===== src/hw/rtl/scm_pkg.sv =====
`timescale 1ns / 1ps
// ----------------------------------------------------------------------------
// scm_pkg
// Shared constants, types and controller states of the sigma-clipped mean
// filter.
// ----------------------------------------------------------------------------
package scm_pkg;

  // Sample store geometry.
  localparam int MAX_SAMPLES = 64;
  localparam int ADDR_W      = $clog2(MAX_SAMPLES);
  localparam int CNT_W       = ADDR_W + 1;
  localparam int SAMPLE_W    = 24;

  // Shift-add multiplier: 64-bit multiplicand, 32-bit multiplier.
  localparam int MUL_A_W     = 64;
  localparam int MUL_B_W     = 32;
  localparam int MUL_STEP_W  = $clog2(MUL_B_W);

  // Restoring divider: dividend width and step counter.
  localparam int DIV_W       = 38;
  localparam int DIV_STEP_W  = $clog2(DIV_W);

  // Fixed scale factors of the results.
  localparam int CONF_SCALE  = 100;
  localparam int MEAN_FRAC   = 8;

  typedef struct packed {
    logic               go;
    logic [MUL_A_W-1:0] a;
    logic [MUL_B_W-1:0] b;
  } mul_req_t;

  typedef struct packed {
    logic             go;
    logic [DIV_W-1:0] num;
    logic [CNT_W-1:0] den;
  } div_req_t;

  typedef enum logic [4:0] {
    ST_LOAD,
    ST_G_CLR,
    ST_G_RD,
    ST_G_ACC,
    ST_C_CHECK,
    ST_C_NN1,
    ST_C_NQ,
    ST_C_SS,
    ST_C_LL,
    ST_C_LLN,
    ST_R_CLR,
    ST_R_RD,
    ST_R_DAT,
    ST_R_NX,
    ST_R_DIV,
    ST_R_TT,
    ST_R_TTN,
    ST_F_MEAN,
    ST_F_CONF,
    ST_F_OUT
  } state_t;

endpackage


===== src/hw/rtl/scm_store.sv =====
`timescale 1ns / 1ps
// ----------------------------------------------------------------------------
// scm_store
// Sample memory: one write port, one read port with registered read data.
// ----------------------------------------------------------------------------
module scm_store (
  input  logic                          clk,
  input  logic                          we,
  input  logic [scm_pkg::ADDR_W-1:0]    waddr,
  input  logic [scm_pkg::SAMPLE_W-1:0]  wdata,
  input  logic [scm_pkg::ADDR_W-1:0]    raddr,
  output logic [scm_pkg::SAMPLE_W-1:0]  rdata
);
  import scm_pkg::*;

  logic [SAMPLE_W-1:0] mem [MAX_SAMPLES];

  // Write port.
  always_ff @(posedge clk) begin
    if (we) begin
      mem[waddr] <= wdata;
    end
  end

  // Read port with registered read data.
  always_ff @(posedge clk) begin
    rdata <= mem[raddr];
  end

endmodule


===== src/hw/rtl/scm_mul.sv =====
`timescale 1ns / 1ps
// ----------------------------------------------------------------------------
// scm_mul
// Shift-add multiplier, one multiplier bit per cycle. The product is valid
// in the cycle that done is high and holds until the next request.
// ----------------------------------------------------------------------------
module scm_mul (
  input  logic                        clk,
  input  logic                        rst,
  input  scm_pkg::mul_req_t           req,
  output logic                        done,
  output logic [scm_pkg::MUL_A_W-1:0] prod
);
  import scm_pkg::*;

  logic                  run;
  logic [MUL_STEP_W-1:0] cnt;
  logic [MUL_A_W-1:0]    aa;
  logic [MUL_B_W-1:0]    bb;

  // Control: run flag and completion strobe.
  always_ff @(posedge clk) begin
    if (rst) begin
      run  <= 1'b0;
      done <= 1'b0;
    end else begin
      done <= 1'b0;
      if (req.go) begin
        run <= 1'b1;
      end else if (run && cnt == MUL_STEP_W'(MUL_B_W - 1)) begin
        run  <= 1'b0;
        done <= 1'b1;
      end
    end
  end

  // Datapath: add the shifted multiplicand for each set multiplier bit.
  always_ff @(posedge clk) begin
    if (req.go) begin
      aa   <= req.a;
      bb   <= req.b;
      prod <= '0;
      cnt  <= '0;
    end else if (run) begin
      if (bb[0]) begin
        prod <= prod + aa;
      end
      aa  <= aa << 1;
      bb  <= bb >> 1;
      cnt <= cnt + 1'b1;
    end
  end

endmodule


===== src/hw/rtl/scm_div.sv =====
`timescale 1ns / 1ps
// ----------------------------------------------------------------------------
// scm_div
// Restoring divider, one quotient bit per cycle, for a small divisor.
// The quotient is valid in the cycle that done is high.
// ----------------------------------------------------------------------------
module scm_div (
  input  logic                      clk,
  input  logic                      rst,
  input  scm_pkg::div_req_t         req,
  output logic                      done,
  output logic [scm_pkg::DIV_W-1:0] quo
);
  import scm_pkg::*;

  logic                  run;
  logic [DIV_STEP_W-1:0] cnt;
  logic [CNT_W-1:0]      den;
  logic [CNT_W-1:0]      rem;
  logic [CNT_W:0]        trial;
  logic                  fits;

  // Partial remainder stays below the divisor, so it fits in CNT_W bits.
  assign trial = {rem, quo[DIV_W-1]};
  assign fits  = trial >= {1'b0, den};

  // Control: run flag and completion strobe.
  always_ff @(posedge clk) begin
    if (rst) begin
      run  <= 1'b0;
      done <= 1'b0;
    end else begin
      done <= 1'b0;
      if (req.go) begin
        run <= 1'b1;
      end else if (run && cnt == DIV_STEP_W'(DIV_W - 1)) begin
        run  <= 1'b0;
        done <= 1'b1;
      end
    end
  end

  // Datapath: shift in one dividend bit, subtract when the divisor fits.
  always_ff @(posedge clk) begin
    if (req.go) begin
      quo <= req.num;
      den <= req.den;
      rem <= '0;
      cnt <= '0;
    end else if (run) begin
      rem <= fits ? CNT_W'(trial - {1'b0, den}) : CNT_W'(trial);
      quo <= {quo[DIV_W-2:0], fits};
      cnt <= cnt + 1'b1;
    end
  end

endmodule


===== src/hw/rtl/sigma_clipped_mean_filter.sv =====
`timescale 1ns / 1ps
// ----------------------------------------------------------------------------
// sigma_clipped_mean_filter
// Collects a set of 24-bit samples and returns the sigma-clipped mean.
// ----------------------------------------------------------------------------
// Samples are taken one per cycle while busy is low; a sample without the
// last mark leaves busy low. The sample with the last mark starts the
// clipping rounds and busy stays high until the single result strobe. Each
// round reads the store once to gather sums of the kept samples; with fewer
// than two it ends with the error status. Else it uses the shared shift-add
// multiplier for the spread and limit and, unless the limit test ends the
// rounds, reads the store again and runs each kept sample through the
// multiplier and divider. The divider then gives the mean and percentage.
// The result is on the ports for exactly one cycle, marked by result_valid;
// the receiver cannot stall it.
// ----------------------------------------------------------------------------
module sigma_clipped_mean_filter (
  input  logic                         clk,
  input  logic                         rst,
  input  logic                         start,
  output logic                         busy,
  input  logic [scm_pkg::SAMPLE_W-1:0] sample,
  input  logic                         last,
  input  logic                         cfg_valid,
  output logic                         cfg_ready,
  input  logic [scm_pkg::SAMPLE_W-1:0] cfg_data,
  output logic                         result_valid,
  output logic signed [31:0]           mean_q8,
  output logic [6:0]                   confidence,
  output logic [scm_pkg::CNT_W-1:0]    kept_count,
  output logic                         status
);
  import scm_pkg::*;

  state_t state, state_next;

  logic                  pend;
  logic [SAMPLE_W-1:0]   dev_limit;
  logic [CNT_W-1:0]      loaded;
  logic [MAX_SAMPLES-1:0] keep;
  logic [CNT_W-1:0]      idx;

  logic signed [30:0]    s_sum;
  logic [52:0]           q_sum;
  logic [CNT_W-1:0]      n;
  logic [11:0]           nn1;
  logic [63:0]           nq;
  logic [63:0]           spread;
  logic [47:0]           ll;
  logic                  removed;
  logic                  xneg;
  logic [SAMPLE_W-1:0]   xabs_r;
  logic [31:0]           dabs_r;
  logic [31:0]           t;
  logic [63:0]           tt;
  logic signed [31:0]    mean_r;
  logic [6:0]            conf_r;
  logic                  status_r;

  logic                  store_we;
  logic [SAMPLE_W-1:0]   rdata;
  logic [SAMPLE_W-1:0]   xabs;
  logic [47:0]           xsq;
  logic [30:0]           sabs;
  logic signed [32:0]    nx;
  logic signed [32:0]    dval;
  logic                  accept;
  logic                  is_mul, is_div;
  logic                  mul_done, div_done;
  logic [MUL_A_W-1:0]    prod;
  logic [DIV_W-1:0]      quo;
  mul_req_t              mul_req;
  div_req_t              div_req;

  assign accept    = start && !busy;
  assign busy      = state != ST_LOAD;
  assign cfg_ready = !busy;
  assign store_we  = accept && loaded < CNT_W'(MAX_SAMPLES);

  // Magnitudes of the sample read back and of the running sum.
  assign xabs = rdata[SAMPLE_W-1] ? SAMPLE_W'(~rdata + 1'b1) : rdata;
  assign sabs = s_sum[30] ? 31'(-s_sum) : 31'(s_sum);

  // Square of the sample magnitude at its full width.
  assign xsq = xabs * xabs;

  // Scaled distance of a sample from the mean: n*x - S.
  assign nx   = $signed({1'b0, prod[31:0]});
  assign dval = (xneg ? -nx : nx) - 33'(s_sum);

  scm_store u_store (
    .clk   (clk),
    .we    (store_we),
    .waddr (loaded[ADDR_W-1:0]),
    .wdata (sample),
    .raddr (idx[ADDR_W-1:0]),
    .rdata (rdata)
  );

  scm_mul u_mul (
    .clk  (clk),
    .rst  (rst),
    .req  (mul_req),
    .done (mul_done),
    .prod (prod)
  );

  scm_div u_div (
    .clk  (clk),
    .rst  (rst),
    .req  (div_req),
    .done (div_done),
    .quo  (quo)
  );

  // Operand selection for the shared arithmetic units.
  always_comb begin
    is_mul = state inside {ST_C_NN1, ST_C_NQ, ST_C_SS, ST_C_LL, ST_C_LLN,
                           ST_R_NX, ST_R_TT, ST_R_TTN};
    is_div = state inside {ST_R_DIV, ST_F_MEAN, ST_F_CONF};
    mul_req.go = is_mul && !pend;
    div_req.go = is_div && !pend;
    mul_req.a  = '0;
    mul_req.b  = '0;
    div_req.num = '0;
    div_req.den = n;
    case (state)
      ST_C_NN1: begin
        mul_req.a = MUL_A_W'(n);
        mul_req.b = MUL_B_W'(n - 1'b1);
      end
      ST_C_NQ: begin
        mul_req.a = MUL_A_W'(q_sum);
        mul_req.b = MUL_B_W'(n);
      end
      ST_C_SS: begin
        mul_req.a = MUL_A_W'(sabs);
        mul_req.b = MUL_B_W'(sabs);
      end
      ST_C_LL: begin
        mul_req.a = MUL_A_W'(dev_limit);
        mul_req.b = MUL_B_W'(dev_limit);
      end
      ST_C_LLN: begin
        mul_req.a = MUL_A_W'(ll);
        mul_req.b = MUL_B_W'(nn1);
      end
      ST_R_NX: begin
        mul_req.a = MUL_A_W'(xabs_r);
        mul_req.b = MUL_B_W'(n);
      end
      ST_R_TT: begin
        mul_req.a = MUL_A_W'(t);
        mul_req.b = t;
      end
      ST_R_TTN: begin
        mul_req.a = tt;
        mul_req.b = MUL_B_W'(nn1);
      end
      ST_R_DIV: begin
        div_req.num = DIV_W'(dabs_r);
      end
      ST_F_MEAN: begin
        div_req.num = {sabs[29:0], MEAN_FRAC'(0)};
      end
      ST_F_CONF: begin
        div_req.num = DIV_W'(n) * DIV_W'(CONF_SCALE);
        div_req.den = loaded;
      end
      default: begin
      end
    endcase
  end

  // Next-state logic of the round sequencer.
  always_comb begin
    state_next = state;
    case (state)
      ST_LOAD: begin
        if (accept && last) state_next = ST_G_CLR;
      end
      ST_G_CLR:   state_next = ST_G_RD;
      ST_G_RD:    state_next = (idx == loaded) ? ST_C_CHECK : ST_G_ACC;
      ST_G_ACC:   state_next = ST_G_RD;
      ST_C_CHECK: state_next = (n < CNT_W'(2)) ? ST_F_OUT : ST_C_NN1;
      ST_C_NN1: begin
        if (mul_done) state_next = ST_C_NQ;
      end
      ST_C_NQ: begin
        if (mul_done) state_next = ST_C_SS;
      end
      ST_C_SS: begin
        if (mul_done) state_next = ST_C_LL;
      end
      ST_C_LL: begin
        if (mul_done) state_next = ST_C_LLN;
      end
      ST_C_LLN: begin
        if (mul_done) begin
          if (spread < prod || n <= CNT_W'(2)) state_next = ST_F_MEAN;
          else state_next = ST_R_CLR;
        end
      end
      ST_R_CLR: state_next = ST_R_RD;
      ST_R_RD: begin
        if (idx == loaded) state_next = removed ? ST_G_CLR : ST_F_MEAN;
        else state_next = ST_R_DAT;
      end
      ST_R_DAT: state_next = keep[idx[ADDR_W-1:0]] ? ST_R_NX : ST_R_RD;
      ST_R_NX: begin
        if (mul_done) state_next = ST_R_DIV;
      end
      ST_R_DIV: begin
        if (div_done) state_next = ST_R_TT;
      end
      ST_R_TT: begin
        if (mul_done) state_next = ST_R_TTN;
      end
      ST_R_TTN: begin
        if (mul_done) state_next = ST_R_RD;
      end
      ST_F_MEAN: begin
        if (div_done) state_next = ST_F_CONF;
      end
      ST_F_CONF: begin
        if (div_done) state_next = ST_F_OUT;
      end
      ST_F_OUT: state_next = ST_LOAD;
      default:  state_next = ST_LOAD;
    endcase
  end

  // Control registers: state, unit handshake, set count, keep mask, limit.
  always_ff @(posedge clk) begin
    if (rst) begin
      state     <= ST_LOAD;
      pend      <= 1'b0;
      dev_limit <= '0;
      loaded    <= '0;
      keep      <= '1;
    end else begin
      state <= state_next;
      if (mul_req.go || div_req.go) begin
        pend <= 1'b1;
      end else if (mul_done || div_done) begin
        pend <= 1'b0;
      end
      if (cfg_valid && cfg_ready) begin
        dev_limit <= cfg_data;
      end
      if (store_we) begin
        loaded <= loaded + 1'b1;
      end
      if (state == ST_R_TTN && mul_done && !(prod < spread)) begin
        keep[idx[ADDR_W-1:0]] <= 1'b0;
      end
      if (state == ST_F_OUT) begin
        loaded <= '0;
        keep   <= '1;
      end
    end
  end

  // Datapath registers of the rounds.
  always_ff @(posedge clk) begin
    case (state)
      ST_G_CLR: begin
        idx   <= '0;
        s_sum <= '0;
        q_sum <= '0;
        n     <= '0;
      end
      ST_G_ACC: begin
        if (keep[idx[ADDR_W-1:0]]) begin
          s_sum <= s_sum + 31'($signed(rdata));
          q_sum <= q_sum + 53'(xsq);
          n     <= n + 1'b1;
        end
        idx <= idx + 1'b1;
      end
      ST_C_CHECK: begin
        status_r <= n < CNT_W'(2);
        mean_r   <= '0;
        conf_r   <= '0;
      end
      ST_C_NN1: begin
        if (mul_done) nn1 <= prod[11:0];
      end
      ST_C_NQ: begin
        if (mul_done) nq <= prod;
      end
      ST_C_SS: begin
        if (mul_done) spread <= nq - prod;
      end
      ST_C_LL: begin
        if (mul_done) ll <= prod[47:0];
      end
      ST_R_CLR: begin
        idx     <= '0;
        removed <= 1'b0;
      end
      ST_R_DAT: begin
        xneg   <= rdata[SAMPLE_W-1];
        xabs_r <= xabs;
        if (!keep[idx[ADDR_W-1:0]]) idx <= idx + 1'b1;
      end
      ST_R_NX: begin
        if (mul_done) dabs_r <= dval[32] ? 32'(-dval) : 32'(dval);
      end
      ST_R_DIV: begin
        if (div_done) t <= quo[31:0];
      end
      ST_R_TT: begin
        if (mul_done) tt <= prod;
      end
      ST_R_TTN: begin
        if (mul_done) begin
          if (!(prod < spread)) removed <= 1'b1;
          idx <= idx + 1'b1;
        end
      end
      ST_F_MEAN: begin
        if (div_done) begin
          mean_r <= s_sum[30] ? -$signed(quo[31:0]) : $signed(quo[31:0]);
        end
      end
      ST_F_CONF: begin
        if (div_done) conf_r <= quo[6:0];
      end
      default: begin
      end
    endcase
  end

  // Result ports.
  assign result_valid = state == ST_F_OUT;
  assign mean_q8      = mean_r;
  assign confidence   = conf_r;
  assign kept_count   = n;
  assign status       = status_r;

endmodule


===== config.mk =====
export PLATFORM = sky130hd
export DESIGN_NAME = sigma_clipped_mean_filter
export DESIGN_NICKNAME = d
export VERILOG_FILES = /design/src/hw/rtl/scm_pkg.sv /design/src/hw/rtl/scm_store.sv /design/src/hw/rtl/scm_mul.sv /design/src/hw/rtl/scm_div.sv /design/src/hw/rtl/sigma_clipped_mean_filter.sv
export SDC_FILE = /design/constraint.sdc
export NUM_CORES = 2
export LEC_CHECK = 0
export ABC_CLOCK_PERIOD_IN_PS = 29600
export BUFFER_PORTS_ARGS = -buffer_cell sky130_fd_sc_hd__buf_4
export CAP_MARGIN = 20
export CELL_PAD_IN_SITES_DETAIL_PLACEMENT = 1
export CELL_PAD_IN_SITES_GLOBAL_PLACEMENT = 1
export CORE_AREA = 4 4 504 506
export DETAILED_ROUTE_END_ITERATION = 16
export DIE_AREA = 0 0 508 510
export HOLD_SLACK_MARGIN = 0.1
export PLACE_DENSITY = 0.75
export SLEW_MARGIN = 20
export SYNTH_ARGS = -nofsm -noshare
export SYNTH_HDL_FRONTEND = slang
export SYNTH_SLANG_ARGS = --single-unit

===== constraint.sdc =====
create_clock -name clk -period 29.6 [get_ports clk]
set_input_delay 4.44 -clock clk [delete_from_list [all_inputs] [get_ports clk]]
set_output_delay 4.44 -clock clk [all_outputs]
set_load 0.05 [all_outputs]

Yosys cells after proc, flatten, opt, wreduce, memory -nomap -nowiden
Memories as Yosys holds them, arrays and structs flattened. A register that Yosys moved wholly into a read port is not among the register bits.
Cells that the tools add are included.
{"block": "totals", "inputBits": 53, "wordCells": 216, "memories": 1, "out_inout_bits": 50, "mem_bits_rw": 1536, "reg_bits": 808}
{"name": "u_store.mem", "depth": 64, "width": 24, "read_ports": 1, "rd_clocked_by_memory_dff": 1, "write_ports": 1, "line": "scm_store.sv:16", "text": "logic [SAMPLE_W-1:0] mem [MAX_SAMPLES];"}
{"block": "op_classes", "n_reduce_logical": 50, "bitwise": 3, "addsub": 17, "magnitude_cmp": 8, "n_mul": 2, "mux": 64, "n_eq_ne": 37}
{"op": "$pmux 96 s8", "count": 1}
{"op": "$mux 32", "count": 5}
{"op": "$lt 64x64->1", "count": 2}
{"op": "$mux 64", "count": 2}
{"op": "$pmux 38 s3", "count": 1}
{"op": "$pmux 53 s2", "count": 1}
{"op": "$pmux 5 s18", "count": 1}
{"op": "$mux 5", "count": 16}
{"op": "$mux 38", "count": 2}
{"op": "$add 64x64->64", "count": 1}
{"op": "$and 64x64->64", "count": 1}
{"op": "$neg 32->32", "count": 2}
{"op": "$not 64->64", "count": 1}
{"op": "$pmux 32 s2", "count": 1}
{"op": "$sub 64x64->64", "count": 1}
{"op": "$mux 31", "count": 2}
{"op": "$pmux 31 s2", "count": 1}
{"op": "$add 53x48->53", "count": 1}
{"op": "$mux 53", "count": 1}
{"op": "$mul 24x24->48", "count": 1}
{"op": "$mux 7", "count": 6}
{"op": "$eq 5x4->1 const B", "count": 8}
{"op": "$mux 33", "count": 1}
{"op": "$neg 32->33", "count": 1}
{"op": "other kinds (46)", "count": 121}

Logic depth before layout (Yosys ltp)
{"block": "depth", "depth_word": 7, "ltp_mapped": 39, "ltp_nobuf": 36}

Hierarchy
Synthesis repeated with hierarchy kept, for this count alone.
{"block": "unflattened", "hier_cells": 9260, "area_unflattened_um2": 124614.5}
{"module": "scm_store", "cells_each": 2531, "seq_area_each_um2": 46604.7, "area_each_um2": 59140.5, "instances": 1}
{"module": "sigma_clipped_mean_filter", "cells_each": 5454, "seq_area_each_um2": 16435.8, "area_each_um2": 52298.9, "instances": 1}
{"module": "scm_mul", "cells_each": 1064, "seq_area_each_um2": 4304.1, "area_each_um2": 10391.2, "instances": 1}
{"module": "scm_div", "cells_each": 211, "seq_area_each_um2": 1651.6, "area_each_um2": 2783.9, "instances": 1}

Worst setup path after synthesis
OpenSTA, ideal clock, no wires.
{"block": "synth_timing", "kind": "register to register", "start": "register u_store.rdata[7] (netlist bit), read port of u_store.mem", "end": "register q_sum[51], data pin", "synth_period_minus_slack_ps": 9299, "t_arrival_ps": 9033, "slack_ps": 20301, "path_buffers": 2, "setup_time_ps": 266, "path_stages_with_launch": 33, "required_ps": 29334, "cell_sequence": "dfxtp_1 -> or4_1 -> or2_1 -> or4_4 -> or3_4 -> o31a_1 -> xnor2_4 -> buf_2 -> nor2_1 -> fa_1 -> inv_1 -> fa_1 -> inv_1 -> fa_1 -> fa_1 -> fa_1 -> fa_1 -> inv_1 -> fa_1 -> inv_1 -> ha_1 -> clkbuf_1 -> a2111oi_0 -> o2111ai_1 -> nand3_1 -> o21ai_0 -> nor4_1 -> a21oi_1 -> o41ai_1 -> o2111ai_1 -> a21oi_1 -> xor2_1 -> nor2_1"}
{"block": "synth_via", "elab_chain_cells": 7}
{"item": "start, declared", "line": "scm_store.sv:12", "text": "output logic [scm_pkg::SAMPLE_W-1:0] rdata"}
{"item": "$not 24->24", "line": "sigma_clipped_mean_filter.sv:81", "text": "assign xabs = rdata[SAMPLE_W-1] ? SAMPLE_W'(~rdata + 1'b1) : rdata;"}
{"item": "$add 24x1->24", "line": "sigma_clipped_mean_filter.sv:81"}
{"item": "$mux 24 (*)", "line": "sigma_clipped_mean_filter.sv:81"}
{"item": "$mul 24x24->48 (*)", "line": "sigma_clipped_mean_filter.sv:85", "text": "assign xsq = xabs * xabs;"}
{"item": "$add 53x48->53 (*)", "line": "sigma_clipped_mean_filter.sv:276", "text": "q_sum <= q_sum + 53'(xsq);"}
{"item": "$mux 53 (*)", "line": "sigma_clipped_mean_filter.sv:274", "text": "if (keep[idx[ADDR_W-1:0]]) begin"}
{"item": "$pmux 53 s2 (*)", "line": "sigma_clipped_mean_filter.sv:266", "text": "case (state)"}
{"item": "end signal, assigned", "line": "sigma_clipped_mean_filter.sv:276"}
{"item": "end, declared", "line": "sigma_clipped_mean_filter.sv:44", "text": "logic [52:0] q_sum;"}
Every way passes the cells marked *; elsewhere a longest branch is shown, timed or not. The select of a mux whose other input is x is not followed.
A chain may end at the register's enable or synchronous reset.

Worst setup path in the final report
{"block": "layout_timing", "start": "register u_store.rdata[0] (netlist bit), read port of u_store.mem", "end": "register q_sum[51], data pin"}
The elaborated chain is that of the path after synthesis.

==> metrics.txt <==
outcome finished, final reports clean; Cells after Synth 9,575; WL/cell 30.0 µm; worst skew pair latency 0.99 ns; Layout fillers 25,294; clock tree buffer depth 4; Ys Warns 0; Fin. Hold Viols 0; # H-tree levels 5; DP HPWL 264,000 µm; Post-synth EDFFs 2,157; share of layout cells above drive strength 1 0.0849; worst slew pin tran 1.22 ns; Die W 508 µm; area leader, netlist edfxtp_1; CTS tree built; Slew Limit Fails 0; Simple-Gate Fraction of Synth Area 0.0774; DRC 0; crit path DAT 12.25 ns; Critical Path RT 30.20 ns; first-pass GRT wire length 584,000 µm; area of the core 0.250 mm²; most common cell after layout, fill and taps aside edfxtp_1; largest family of logic cells by synthesized area compound AO/OA/AOI/OAI gates; compound-cell area share of the yosys netlist 0.141; gp weighted congestion 0.936; mapped cell area 0.119 mm²; post-CTS setup buffers 0; Overall Global Routing Usage 0.302; TritonRoute pass-1 iters 8; Nets 10,715; Post-synth top flop edfxtp_1; ys async rst share 0; CP max stage delay 0.90 ns; starting density of the core 0.477; Avg Cell Area, Syn 12.5 µm²; P&R area growth vs syn 11.4%; Ports 103; dpl cells 12,779; startpoint type of the worst setup path flop; Fmax achieved 85.8 MHz; WL met1 147,000 µm; number of port buffers 102; post_cts resized 0; Num CTS Buffers 274; Period minus WS final 11.65 ns; Post-Route WL 397,000 µm; final worst clock skew 0.138 ns; Via-to-Cell Ratio 6.29; Overflow after GRT 0; Synth Area in XOR/XNOR 0.0288; Met3 Wirelength 28,300 µm; largest net degree at the start of global routing 168; CTS Sinks 2,368; #FFs+latches synth 2,368; min-delay worst type reg2reg; vias in the first global route 89,218; RSZ-0062 raised after global routing no; CP Class reg2reg; most frequent CP cell inv_1; mux cell area share after synthesis 0.000765; top post-synthesis cells by area edfxtp_1, fa_1, ha_1, a22oi_1, dfxtp_1; via count 83,341; ANT nets after route 0; Met2 Wirelength 195,000 µm; setup violators final 0; Final Non-Filler Cells 13,250; CP Capture Type flop; period utilisation layout 0.394; post-synthesis cell type count 100; adder-cell share of the synthesized area 0.130; initial antenna violation count 12; cts hold-fix bufs 0; commonest non-fill, non-tap cells in the layout edfxtp_1, inv_1, nand2_1, a22oi_1, nor2_1; height of the die 510 µm; DRT iter0 DRCs 8,428; Slowest-stage cell, CP clkinv_1; CP max FO 18; Final TNS setup 0 ns; Slew headroom 0.182; Die Footprint 0.259 mm²; root buffer cell clkbuf_16; Seq/Total Area, Yosys 0.578; clk slew on worst S/H paths 0.06 ns; Yosys top cell area share 0.543; max_cap viols 0; top sig layer met5; row count 184
-- layer usage --
layer / track usage / vias up
met1: 0.363 / 42885
met2: 0.514 / 3820
met4: 0.178 / 4
met5: 0 / -
li1: - / 35569
met3: 0.0492 / 1063
-- path summary, 6_finish.rpt --
path,from,to,slack (ns),depth (start not counted)
setup / recovery,u_store.rdata[0],q_sum[51],17.95,37
hold / removal,keep[45],keep[45],0.47,2
setup reg to reg,u_store.rdata[0],q_sum[51],17.95,37
hold reg to reg,keep[45],keep[45],0.47,2
-- cells in the mapped netlist, types with 37 or more instances --
| cell type | instances |
|---|---|
| a221oi_1 | 180 |
| nand4_1 | 159 |
| xnor2_1 | 228 |
| o21a_1 | 37 |
| o31ai_1 | 48 |
| nor2_1 | 619 |
| nand2_1 | 686 |
| buf_1 | 55 |
| nor2b_1 | 54 |
| nand3_1 | 150 |
| a22o_1 | 151 |
| o21bai_1 | 46 |
| a31oi_1 | 191 |
| a21oi_1 | 480 |
| clkbuf_1 | 397 |
| ha_1 | 481 |
| edfxtp_1 | 2157 |
| and2_1 | 46 |
| a211oi_1 | 37 |
| inv_1 | 902 |
| nor3_1 | 73 |
| nand2b_1 | 43 |
| dfxtp_1 | 211 |
| fa_1 | 474 |
| o21ai_0 | 328 |
| xor2_1 | 154 |
| a21o_1 | 162 |
| a22oi_1 | 603 |
| and3_1 | 53 |
-- registers in the layout (all words and copies together), names as in the netlist, 24 cells and up --
| register | flops |
|---|---|
| u_store.mem | 1536 |
| keep | 64 |
| nq | 64 |
| spread | 64 |
| tt | 64 |
| u_mul.aa | 64 |
| u_mul.prod | 64 |
| q_sum | 53 |
| ll | 48 |
| u_div.quo | 38 |
| dabs_r | 32 |
| mean_q8 | 32 |
| t | 32 |
| u_mul.bb | 32 |
| s_sum | 31 |
| dev_limit | 24 |
| u_store.rdata | 24 |
| xabs_r | 24 |
-- metrics by stage --
stage / hold slack [ns] / worst slack [ns] / area [µm²] / utilization
after global routing: 0.485 / 17.35 / 133000 / 0.532
after global placement: 0.447 / 18.62 / 125000 / 0.498
final: 0.467 / 17.95 / 133000 / 0.532
after CTS: 0.470 / 18.13 / 133000 / 0.532
after floorplan: 0.436 / 20.30 / 119000 / -
after detailed placement: 0.456 / 18.26 / 125000 / 0.498
-- critical path: cells and delay by family, from the launching register on --
| kind | cells | cell delay, ns |
|---|---|---|
| AND/OR/NAND/NOR | 9 | 1.82 |
| flip-flops | 1 | 0.29 |
| adder cells (fa/ha/maj) | 9 | 4.08 |
| XOR/XNOR | 2 | 0.68 |
| buffers and inverters | 10 | 1.86 |
| AO/OA/AOI/OAI | 7 | 2.58 |
-- layout make-up --
cell class | count | area [µm²] | share of cell area
tap | 3348 | 4190 | 0.0315
multi-input combinational | 5844 | 45600 | 0.343
clock buffer | 345 | 7300 | 0.0549
antenna | 4 | 10.0 | 0.0000753
inverter | 914 | 3430 | 0.0258
clock inverter | 122 | 1130 | 0.00850
sequential | 2368 | 69000 | 0.519
timing repair buffer | 305 | 2370 | 0.0178
-- cell families after synthesis --
group / Yosys count
compound gates: 2457
xor+xnor: 386
fa+ha+maj: 955
buf+inv: 1379
flops: 2368
mux: 9
other cells: 2
simple gates: 2019
Power is left out: the tool's default activity adds up to more than one toggle a clock period on the data nets, which glitch-free logic cannot reach.
